File: src/hdl/qoid_pkg.sv
package qoid_pkg;

	localparam int HASH_ENTRIES = 64;
	localparam int HASH_AW      = $clog2(HASH_ENTRIES);
	localparam int RUN_W        = 6;
	localparam int LEFT_W       = 24;
	localparam int CFG_IDX_W    = 2;

	// Configuration register indexes
	localparam logic [CFG_IDX_W-1:0] CFG_BACKGROUND = 2'd0;
	localparam logic [CFG_IDX_W-1:0] CFG_PIXELS     = 2'd1;
	localparam logic [CFG_IDX_W-1:0] CFG_BGR        = 2'd2;

	// Opcode classes (top two bits of a byte)
	localparam logic [1:0] OP_INDEX = 2'b00;
	localparam logic [1:0] OP_DIFF  = 2'b01;
	localparam logic [1:0] OP_LUMA  = 2'b10;
	localparam logic [1:0] OP_WIDE  = 2'b11;

	localparam logic [7:0] BYTE_BACKGROUND = 8'hFF;
	localparam logic [7:0] BYTE_LITERAL    = 8'hFE;

	typedef struct packed {
		logic [7:0] stream_byte;
		logic       image_start;
	} byte_beat_t;

	typedef struct packed {
		logic [15:0] pixel;
		logic        last_pixel;
	} pix_beat_t;

	typedef struct packed {
		logic [7:0] r;
		logic [7:0] g;
		logic [7:0] b;
	} rgb_t;

	typedef struct packed {
		logic [15:0]       background_color;
		logic [LEFT_W-1:0] pixels_per_image;
		logic              bgr_order;
	} cfg_t;

	typedef struct packed {
		logic               en;
		logic [HASH_AW-1:0] addr;
		rgb_t               data;
	} hash_wr_t;

	typedef struct packed {
		logic             load;
		logic [15:0]      pixel;
		logic [RUN_W-1:0] count;
		logic             last;
	} pix_load_t;

	// Green and the low channel are ORed unmasked, so either can spill upward.
	function automatic logic [15:0] pack565(input rgb_t c, input logic bgr);
		logic [7:0] hi;
		logic [7:0] lo;
		hi = bgr ? c.b : c.r;
		lo = bgr ? c.r : c.b;
		return {hi[4:0], 11'd0} | {3'd0, c.g, 5'd0} | {8'd0, lo};
	endfunction

endpackage

File: src/hdl/qoid_hash_mem.sv
module qoid_hash_mem (
	input  logic                       clk,
	input  logic                       arst_n,
	input  logic                       wr_en,
	input  logic [qoid_pkg::HASH_AW-1:0] wr_addr,
	input  qoid_pkg::rgb_t             wr_data,
	input  logic                       rd_en,
	input  logic [qoid_pkg::HASH_AW-1:0] rd_addr,
	output qoid_pkg::rgb_t             rd_data
);
	import qoid_pkg::*;

	rgb_t                    mem [HASH_ENTRIES];
	logic [HASH_ENTRIES-1:0] valid_q;
	rgb_t                    raw_q;
	rgb_t                    byp_data_q;
	logic                    raw_valid_q;
	logic                    byp_q;

	always_ff @(posedge clk) begin
		if (wr_en) begin
			mem[wr_addr] <= wr_data;
		end
	end

	always_ff @(posedge clk) begin
		if (rd_en) begin
			raw_q      <= mem[rd_addr];
			byp_data_q <= wr_data;
		end
	end

	// Entries never written read as zero.
	always_ff @(posedge clk or negedge arst_n) begin
		if (!arst_n) begin
			valid_q     <= '0;
			raw_valid_q <= 1'b0;
			byp_q       <= 1'b0;
		end else begin
			if (wr_en) begin
				valid_q[wr_addr] <= 1'b1;
			end
			if (rd_en) begin
				raw_valid_q <= valid_q[rd_addr];
				byp_q       <= wr_en && (wr_addr == rd_addr);
			end
		end
	end

	assign rd_data = byp_q ? byp_data_q : (raw_valid_q ? raw_q : '0);

endmodule

File: src/hdl/qoid_decode.sv
module qoid_decode (
	input  logic                  clk,
	input  logic                  arst_n,
	input  logic                  item_valid,
	input  qoid_pkg::byte_beat_t  item,
	input  qoid_pkg::cfg_t        cfg,
	input  qoid_pkg::rgb_t        hash_entry,
	input  logic                  out_free,
	output logic                  consume,
	output qoid_pkg::hash_wr_t    hash_wr,
	output qoid_pkg::pix_load_t   pix_load
);
	import qoid_pkg::*;

	typedef enum logic [3:0] {
		PEND_NONE   = 4'b0001,
		PEND_LUMA   = 4'b0010,
		PEND_LIT_HI = 4'b0100,
		PEND_LIT_LO = 4'b1000
	} pend_t;

	rgb_t              color_q;
	pend_t             pend_q;
	logic [7:0]        held_q;
	logic [LEFT_W-1:0] left_q;

	rgb_t              base_color;
	pend_t             base_pend;
	logic [LEFT_W-1:0] base_left;
	rgb_t              nxt_color;
	pend_t             nxt_pend;
	logic [7:0]        nxt_held;
	logic [LEFT_W-1:0] nxt_left;
	logic              emit_hashed;
	logic              emit_bg;
	logic              emit_run;
	logic              produce;
	logic [7:0]        vg;
	logic [6:0]        run_len;
	logic [RUN_W-1:0]  count;
	logic [HASH_AW-1:0] slot;
	logic [7:0]        b;

	assign b = item.stream_byte;

	always_comb begin
		base_color  = item.image_start ? '0 : color_q;
		base_left   = item.image_start ? cfg.pixels_per_image : left_q;
		base_pend   = item.image_start ? PEND_NONE : pend_q;
		nxt_color   = base_color;
		nxt_pend    = base_pend;
		nxt_held    = held_q;
		emit_hashed = 1'b0;
		emit_bg     = 1'b0;
		emit_run    = 1'b0;
		vg          = {2'd0, held_q[5:0]} - 8'd32;
		run_len     = {1'b0, b[5:0]} + 7'd1;
		if (base_left != '0) begin
			case (base_pend)
				PEND_LUMA: begin
					nxt_pend    = PEND_NONE;
					nxt_color.r = base_color.r + vg - 8'd8 + {4'd0, b[7:4]};
					nxt_color.g = base_color.g + vg;
					nxt_color.b = base_color.b + vg - 8'd8 + {4'd0, b[3:0]};
					emit_hashed = 1'b1;
				end
				PEND_LIT_HI: begin
					nxt_held = b;
					nxt_pend = PEND_LIT_LO;
				end
				PEND_LIT_LO: begin
					nxt_pend    = PEND_NONE;
					nxt_color.r = {3'd0, held_q[7:3]};
					nxt_color.g = {2'd0, held_q[2:0], b[7:5]};
					nxt_color.b = {3'd0, b[4:0]};
					emit_hashed = 1'b1;
				end
				PEND_NONE: begin
					case (b[7:6])
						OP_INDEX: begin
							nxt_color   = hash_entry;
							emit_hashed = 1'b1;
						end
						OP_DIFF: begin
							nxt_color.r = base_color.r + {6'd0, b[5:4]} - 8'd2;
							nxt_color.g = base_color.g + {6'd0, b[3:2]} - 8'd2;
							nxt_color.b = base_color.b + {6'd0, b[1:0]} - 8'd2;
							emit_hashed = 1'b1;
						end
						OP_LUMA: begin
							nxt_held = b;
							nxt_pend = PEND_LUMA;
						end
						default: begin
							if (b == BYTE_BACKGROUND) begin
								emit_bg = 1'b1;
							end else if (b == BYTE_LITERAL) begin
								nxt_pend = PEND_LIT_HI;
							end else begin
								emit_run = 1'b1;
							end
						end
					endcase
				end
				default: begin
					nxt_pend = PEND_NONE;
				end
			endcase
		end
		produce = emit_hashed || emit_bg || emit_run;
		// Cut a run at the pixels still owed to the image.
		if (!emit_run) begin
			count = RUN_W'(1);
		end else if (base_left < {{(LEFT_W-7){1'b0}}, run_len}) begin
			count = base_left[RUN_W-1:0];
		end else begin
			count = run_len[RUN_W-1:0];
		end
		nxt_left = produce ? base_left - {{(LEFT_W-RUN_W){1'b0}}, count} : base_left;
		slot     = (nxt_color.r[5:0] * 6'd3) + (nxt_color.g[5:0] * 6'd5)
			+ (nxt_color.b[5:0] * 6'd7);
	end

	assign consume = item_valid && (!produce || out_free);

	assign hash_wr.en   = consume && emit_hashed;
	assign hash_wr.addr = slot;
	assign hash_wr.data = nxt_color;

	assign pix_load.load  = consume && produce;
	assign pix_load.pixel = emit_bg ? cfg.background_color : pack565(nxt_color, cfg.bgr_order);
	assign pix_load.count = count;
	assign pix_load.last  = (nxt_left == '0);

	always_ff @(posedge clk or negedge arst_n) begin
		if (!arst_n) begin
			color_q <= '0;
			pend_q  <= PEND_NONE;
			held_q  <= '0;
			left_q  <= '0;
		end else if (consume) begin
			color_q <= nxt_color;
			pend_q  <= nxt_pend;
			held_q  <= nxt_held;
			left_q  <= nxt_left;
		end
	end

endmodule

File: src/hdl/qoid_pix_out.sv
module qoid_pix_out (
	input  logic                 clk,
	input  logic                 arst_n,
	input  qoid_pkg::pix_load_t  pix_load,
	input  logic                 pix_stall,
	output logic                 pix_valid,
	output qoid_pkg::pix_beat_t  pix_data,
	output logic                 out_free
);
	import qoid_pkg::*;

	logic [15:0]      pix_q;
	logic [RUN_W-1:0] rep_q;
	logic             last_q;

	assign pix_valid           = (rep_q != '0);
	assign pix_data.pixel      = pix_q;
	assign pix_data.last_pixel = last_q && (rep_q == RUN_W'(1));
	assign out_free            = !pix_valid || (!pix_stall && (rep_q == RUN_W'(1)));

	always_ff @(posedge clk) begin
		if (pix_load.load) begin
			pix_q <= pix_load.pixel;
		end
	end

	always_ff @(posedge clk or negedge arst_n) begin
		if (!arst_n) begin
			rep_q  <= '0;
			last_q <= 1'b0;
		end else if (pix_load.load) begin
			rep_q  <= pix_load.count;
			last_q <= pix_load.last;
		end else if (pix_valid && !pix_stall) begin
			rep_q <= rep_q - RUN_W'(1);
		end
	end

endmodule

File: src/hdl/qoi_rgb565_image_decoder_unit.sv
// QOI-style RGB565 image decoder.
//
// Byte channel (byte_valid/byte_stall/byte_data): one compressed byte per beat;
// set image_start on the first byte of each image. The beat is taken at an edge
// with valid high and stall low.
// Pixel channel (pix_valid/pix_stall/pix_data): one RGB565 pixel per beat,
// last_pixel marks the final pixel of the image.
// Config channel (cfg_valid/cfg_ready/cfg_index/cfg_data): always ready; write
// only while the decoder is idle. Indexes: background, pixel count, BGR order.
// A byte beat passes through the input register, then decode loads the output
// register, from which the pixel shows on the pixel channel. Throughput: one
// byte per cycle while the pixel channel does not stall; a run holds the byte
// channel because the output register repeats one pixel per beat.
// Reset clears color, pending opcode, pixel count and all hash entries at once
// (a valid bit per entry), so decoding needs no clearing pass after reset.
// A stalled pixel beat holds; the input register takes bytes until it holds one
// that makes a pixel, then holds byte_stall high until the output frees up.
module qoi_rgb565_image_decoder_unit (
	input  logic                              clk,
	input  logic                              arst_n,
	input  logic                              byte_valid,
	output logic                              byte_stall,
	input  qoid_pkg::byte_beat_t              byte_data,
	output logic                              pix_valid,
	input  logic                              pix_stall,
	output qoid_pkg::pix_beat_t               pix_data,
	input  logic                              cfg_valid,
	output logic                              cfg_ready,
	input  logic [qoid_pkg::CFG_IDX_W-1:0]    cfg_index,
	input  logic [qoid_pkg::LEFT_W-1:0]       cfg_data
);
	import qoid_pkg::*;

	cfg_t       cfg_q;
	logic       valid_s1;
	byte_beat_t item_s1;
	logic       byte_accept;
	logic       consume;
	logic       out_free;
	rgb_t       hash_entry;
	hash_wr_t   hash_wr;
	pix_load_t  pix_load;

	assign cfg_ready = 1'b1;

	// Register writes; indexes past the list are dropped.
	always_ff @(posedge clk or negedge arst_n) begin
		if (!arst_n) begin
			cfg_q <= '0;
		end else if (cfg_valid && cfg_ready) begin
			case (cfg_index)
				CFG_BACKGROUND: cfg_q.background_color <= cfg_data[15:0];
				CFG_PIXELS:     cfg_q.pixels_per_image <= cfg_data;
				CFG_BGR:        cfg_q.bgr_order        <= cfg_data[0];
				default: begin
				end
			endcase
		end
	end

	// Input register: hold the byte until the decoder consumes it.
	assign byte_stall  = valid_s1 && !consume;
	assign byte_accept = byte_valid && !byte_stall;

	always_ff @(posedge clk or negedge arst_n) begin
		if (!arst_n) begin
			valid_s1 <= 1'b0;
		end else if (byte_accept) begin
			valid_s1 <= 1'b1;
		end else if (consume) begin
			valid_s1 <= 1'b0;
		end
	end

	always_ff @(posedge clk) begin
		if (byte_accept) begin
			item_s1 <= byte_data;
		end
	end

	// Hash lookup runs alongside the input register, addressed by the low six
	// bits of the incoming byte; only INDEX uses the result.
	qoid_hash_mem u_hash (
		.clk     (clk),
		.arst_n  (arst_n),
		.wr_en   (hash_wr.en),
		.wr_addr (hash_wr.addr),
		.wr_data (hash_wr.data),
		.rd_en   (byte_accept),
		.rd_addr (byte_data.stream_byte[HASH_AW-1:0]),
		.rd_data (hash_entry)
	);

	qoid_decode u_decode (
		.clk        (clk),
		.arst_n     (arst_n),
		.item_valid (valid_s1),
		.item       (item_s1),
		.cfg        (cfg_q),
		.hash_entry (hash_entry),
		.out_free   (out_free),
		.consume    (consume),
		.hash_wr    (hash_wr),
		.pix_load   (pix_load)
	);

	qoid_pix_out u_out (
		.clk       (clk),
		.arst_n    (arst_n),
		.pix_load  (pix_load),
		.pix_stall (pix_stall),
		.pix_valid (pix_valid),
		.pix_data  (pix_data),
		.out_free  (out_free)
	);

endmodule

File: config.mk
export PLATFORM = sky130hd
export DESIGN_NAME = qoi_rgb565_image_decoder_unit
export DESIGN_NICKNAME = d
export VERILOG_FILES = /design/src/hdl/qoid_pkg.sv /design/src/hdl/qoid_hash_mem.sv /design/src/hdl/qoid_decode.sv /design/src/hdl/qoid_pix_out.sv /design/src/hdl/qoi_rgb565_image_decoder_unit.sv
export SDC_FILE = /design/constraint.sdc
export NUM_CORES = 2
export LEC_CHECK = 0
export BUFFER_PORTS_ARGS = -buffer_cell sky130_fd_sc_hd__buf_2
export CORE_ASPECT_RATIO = 0.5
export CORE_MARGIN = 10
export CORE_UTILIZATION = 55
export CTS_CLUSTER_DIAMETER = 150
export DETAILED_ROUTE_END_ITERATION = 10
export PLACE_DENSITY = 0.71
export SLEW_MARGIN = 5
export SYNTH_ARGS = -nofsm -noshare
export SYNTH_HDL_FRONTEND = slang
export SYNTH_HIERARCHICAL = 1
export SYNTH_SLANG_ARGS = --single-unit
File: constraint.sdc
create_clock -name clk -period 12.85 [get_ports clk]
set_input_delay 2.57 -clock clk [delete_from_list [all_inputs] [get_ports clk]]
set_output_delay 2.57 -clock clk [all_outputs]
set_load 0.005 [all_outputs]
==> results.cfg <==
[clocking]
postCtsSetupRepairBufs = 0
holdBufCountCts = 0
cts_tree = yes
cts_resized = 0
cts.sinks = 1784
clkLatencyLatePin_ps = 790
cts_max_path_buffers = 3
root_buffer = clkbuf_16
numCtsBuffers = 153
clk_pin_slew_ps = 60
htreeDepth = 4

[sta]
slew_violations = 0
slew_headroom_pct = 14.3
grt_setup_unrepaired = false
hold_viol = 0
max_freq_ghz = 0.0922
worst_pin_slew_ps = 1280
setup_viol = 0
finalCritPeriodShare_pct = 84.4
fin_skew_ps = 33.6
min_period_ps = 10850
setup_tns_ps = 0

[worst_hold_path]
worstHoldPathType = register to register
whs_path_depth = 1

[final_layout]
multiInputGateArea_um2 = 20500
regArea_um2 = 52700
drive_above_1_share_pct = 26.9
final_util_pct = 61.1
area_growth_pct = 10.6
fin_cells = 5867
fin_nets = 4100
fillers = 9233

[routing]
wl_per_cell_um = 31.1
via_count = 38300
drt-total-wl_um = 182000
first_pass_iters = 6
drt-initial-drc-count = 4933
ant_nets = 0
viasPerCell = 6.53
drc = 0

[worst_setup_path]
crit_family = adder cells
start_kind = register
rr_worst_depth = 24
slowest_delay_ps = 1020
cp_cell_sequence = buf_4 > inv_2 > o31ai_1 > or3b_1 > o31a_1 > o21ai_2 > a21oi_1 > inv_2 > ha_1 > inv_1 > fa_1 > fa_1 > fa_1 > inv_1 > ha_1 > a21o_1 > a21oi_1 > xnor2_1 > xnor2_1 > xnor2_2 > xnor2_1 > xnor2_1 > nand3_1 > nor2_4
cp_common_cell = xnor2_1
crit_slowest_cell = edfxtp_1
cp-end-kind = register
crit_type = register to register
worst-path-buf-inv = 5
cp_max_fo = 67
path_depth = 24
crit_required_ps = 13240
crit_arrival_ps = 11230

[yosys]
yosysUniqueCellTypes = 99
yosysTopAreaCellShare_pct = 65.2
netlist_top_cells_count = edfxtp_1, mux4_2, dfrtp_1
synthArstFlopShare_pct = 9.81
synth_edf_count = 1609
yosysWarnings = 6
yosysSeqAreaShare_pct = 71.1
syn-cell-area_um2 = 74100
yosys-top-cells-area = edfxtp_1, mux4_2, dfrtp_1, ha_1, fa_1
ys_ff_latch = 1784
yosysMostFrequentCell = edfxtp_1
synth_nets = 3990
synthCells = 3830
yosys.area.top_type = edfxtp_1
ys.flop_type = edfxtp_1
avgSynthCellArea_um2 = 19.3

[die]
dieArea_um2 = 151000
start_util_pct = 55.3
ios = 60
core_um2 = 134000
die_h_um = 280
die_w_um = 539
rows = 95

[grt]
grt_pass1_vias = 37300
grt_overflow = 0
grt_pass1_wl_um = 265000
grt_max_degree = 108
antenna_found_initial = 10
grtUsageTotal_pct = 24.0

[place]
dp_hpwl_um = 111000
routabilityCongestion = 0.986
placed_cells_incl_taps = 5579
numPortBuffers = 58

[status]
outcome = finished, final reports clean

[job]
maxCapViolCount = 0
-- per-stage QoR --
step,hold WS [ps],cell area [um2],setup WS (ps)
4_1_cts,466,81900,2180
6_report,466,81900,2000
3_3_place_gp,452,77000,2530
5_1_grt,481,81900,1330
2_1_floorplan,434,74100,1790
3_5_place_dp,449,77000,2240
-- final timing paths --
kind / slack, ps / startpoint / endpoint
worst max-delay path: 2000 / item_s1[0]$_DFFE_PP_ / u_hash/mem[63][9]$_DFFE_PP_
worst min-delay path: 470 / u_hash/valid_q[43]$_DFFE_PN0P_ / u_hash/valid_q[43]$_DFFE_PN0P_
worst max register to register: 2000 / item_s1[0]$_DFFE_PP_ / u_hash/mem[63][9]$_DFFE_PP_
worst min register to register: 470 / u_hash/valid_q[43]$_DFFE_PN0P_ / u_hash/valid_q[43]$_DFFE_PN0P_
max in group asynchronous: 9290 / arst_n / u_decode/left_q[9]$_DFFE_PN0P_
min in group asynchronous: 1920 / arst_n / u_decode/color_q[5]$_DFFE_PN0P_
-- per-layer routing --
layer,part of all wire (%),global-route usage [%],vias up
met5,0.022,0,-
met4,2.3,6.11,6
met3,12,7.90,228
met2,44,34.9,2037
met1,41,35.2,20300
li1,-,-,15700
-- worst reg2reg max path: cells and delay by family, from the launching register on --
kind | cells | cell delay [ps]
adder cells (fa/ha/maj) | 5 | 2240
flip-flops | 1 | 1020
XOR/XNOR | 5 | 1350
AO/OA/AOI/OAI | 6 | 1930
AND/OR/NAND/NOR | 3 | 2210
buffers and inverters | 5 | 1690
-- cell usage in the layout, fill, tap and decap left out, types with 67 or more instances in the layout --
master | Yosys | layout
mux4_2 | 489 | 489
dfrtp_1 | 174 | 174
nand2_1 | 146 | 145
a21oi_1 | 84 | 84
inv_1 | 118 | 112
buf_4 | 14 | 87
ha_1 | 89 | 89
clkbuf_16 | 0 | 158
or2_2 | 67 | 67
nor2_1 | 163 | 99
edfxtp_1 | 1609 | 1609
-- logic make-up (layout without fill, tap and decap cells) --
| logic type | Yosys count | count (layout) | synth area share (%) |
|---|---|---|---|
| DFF | 1784 | 1784 | 71.1 |
| muxes | 602 | 602 | 16.5 |
| and+or+nand+nor | 546 | 546 | 3.63 |
| AOI/OAI and AO/OA | 383 | 383 | 3.58 |
| buffers and inverters | 316 | 557 | 1.90 |
| adders and majority gates | 120 | 120 | 2.34 |
| xor gates and xnor gates | 78 | 78 | 0.932 |
| other | 1 | 3 | 0.00506 |
-- state kept, by name (all words and copies together) (netlist names), 9 cells and up --
name and cells:
u_hash/mem 1536, u_hash/valid_q 64, cfg_q 41, u_decode/color_q 24
u_decode/left_q 24, u_hash/byp_data_q 24, u_hash/raw_q 24, u_out/pix_q 16
item_s1 9
-- layout make-up --
class | count | area share [%]
flip-flops and latches | 1784 | 64.3
diodes | 2 | 0.00611
clock inverters | 82 | 0.910
well taps | 1794 | 2.74
clock buffers | 204 | 5.11
multi-input cells | 1730 | 25.0
inverters | 122 | 0.559
repair buffers | 149 | 1.30
Power is left out: the tool's default activity adds up to more than one toggle a clock period on the data nets, which glitch-free logic cannot reach.
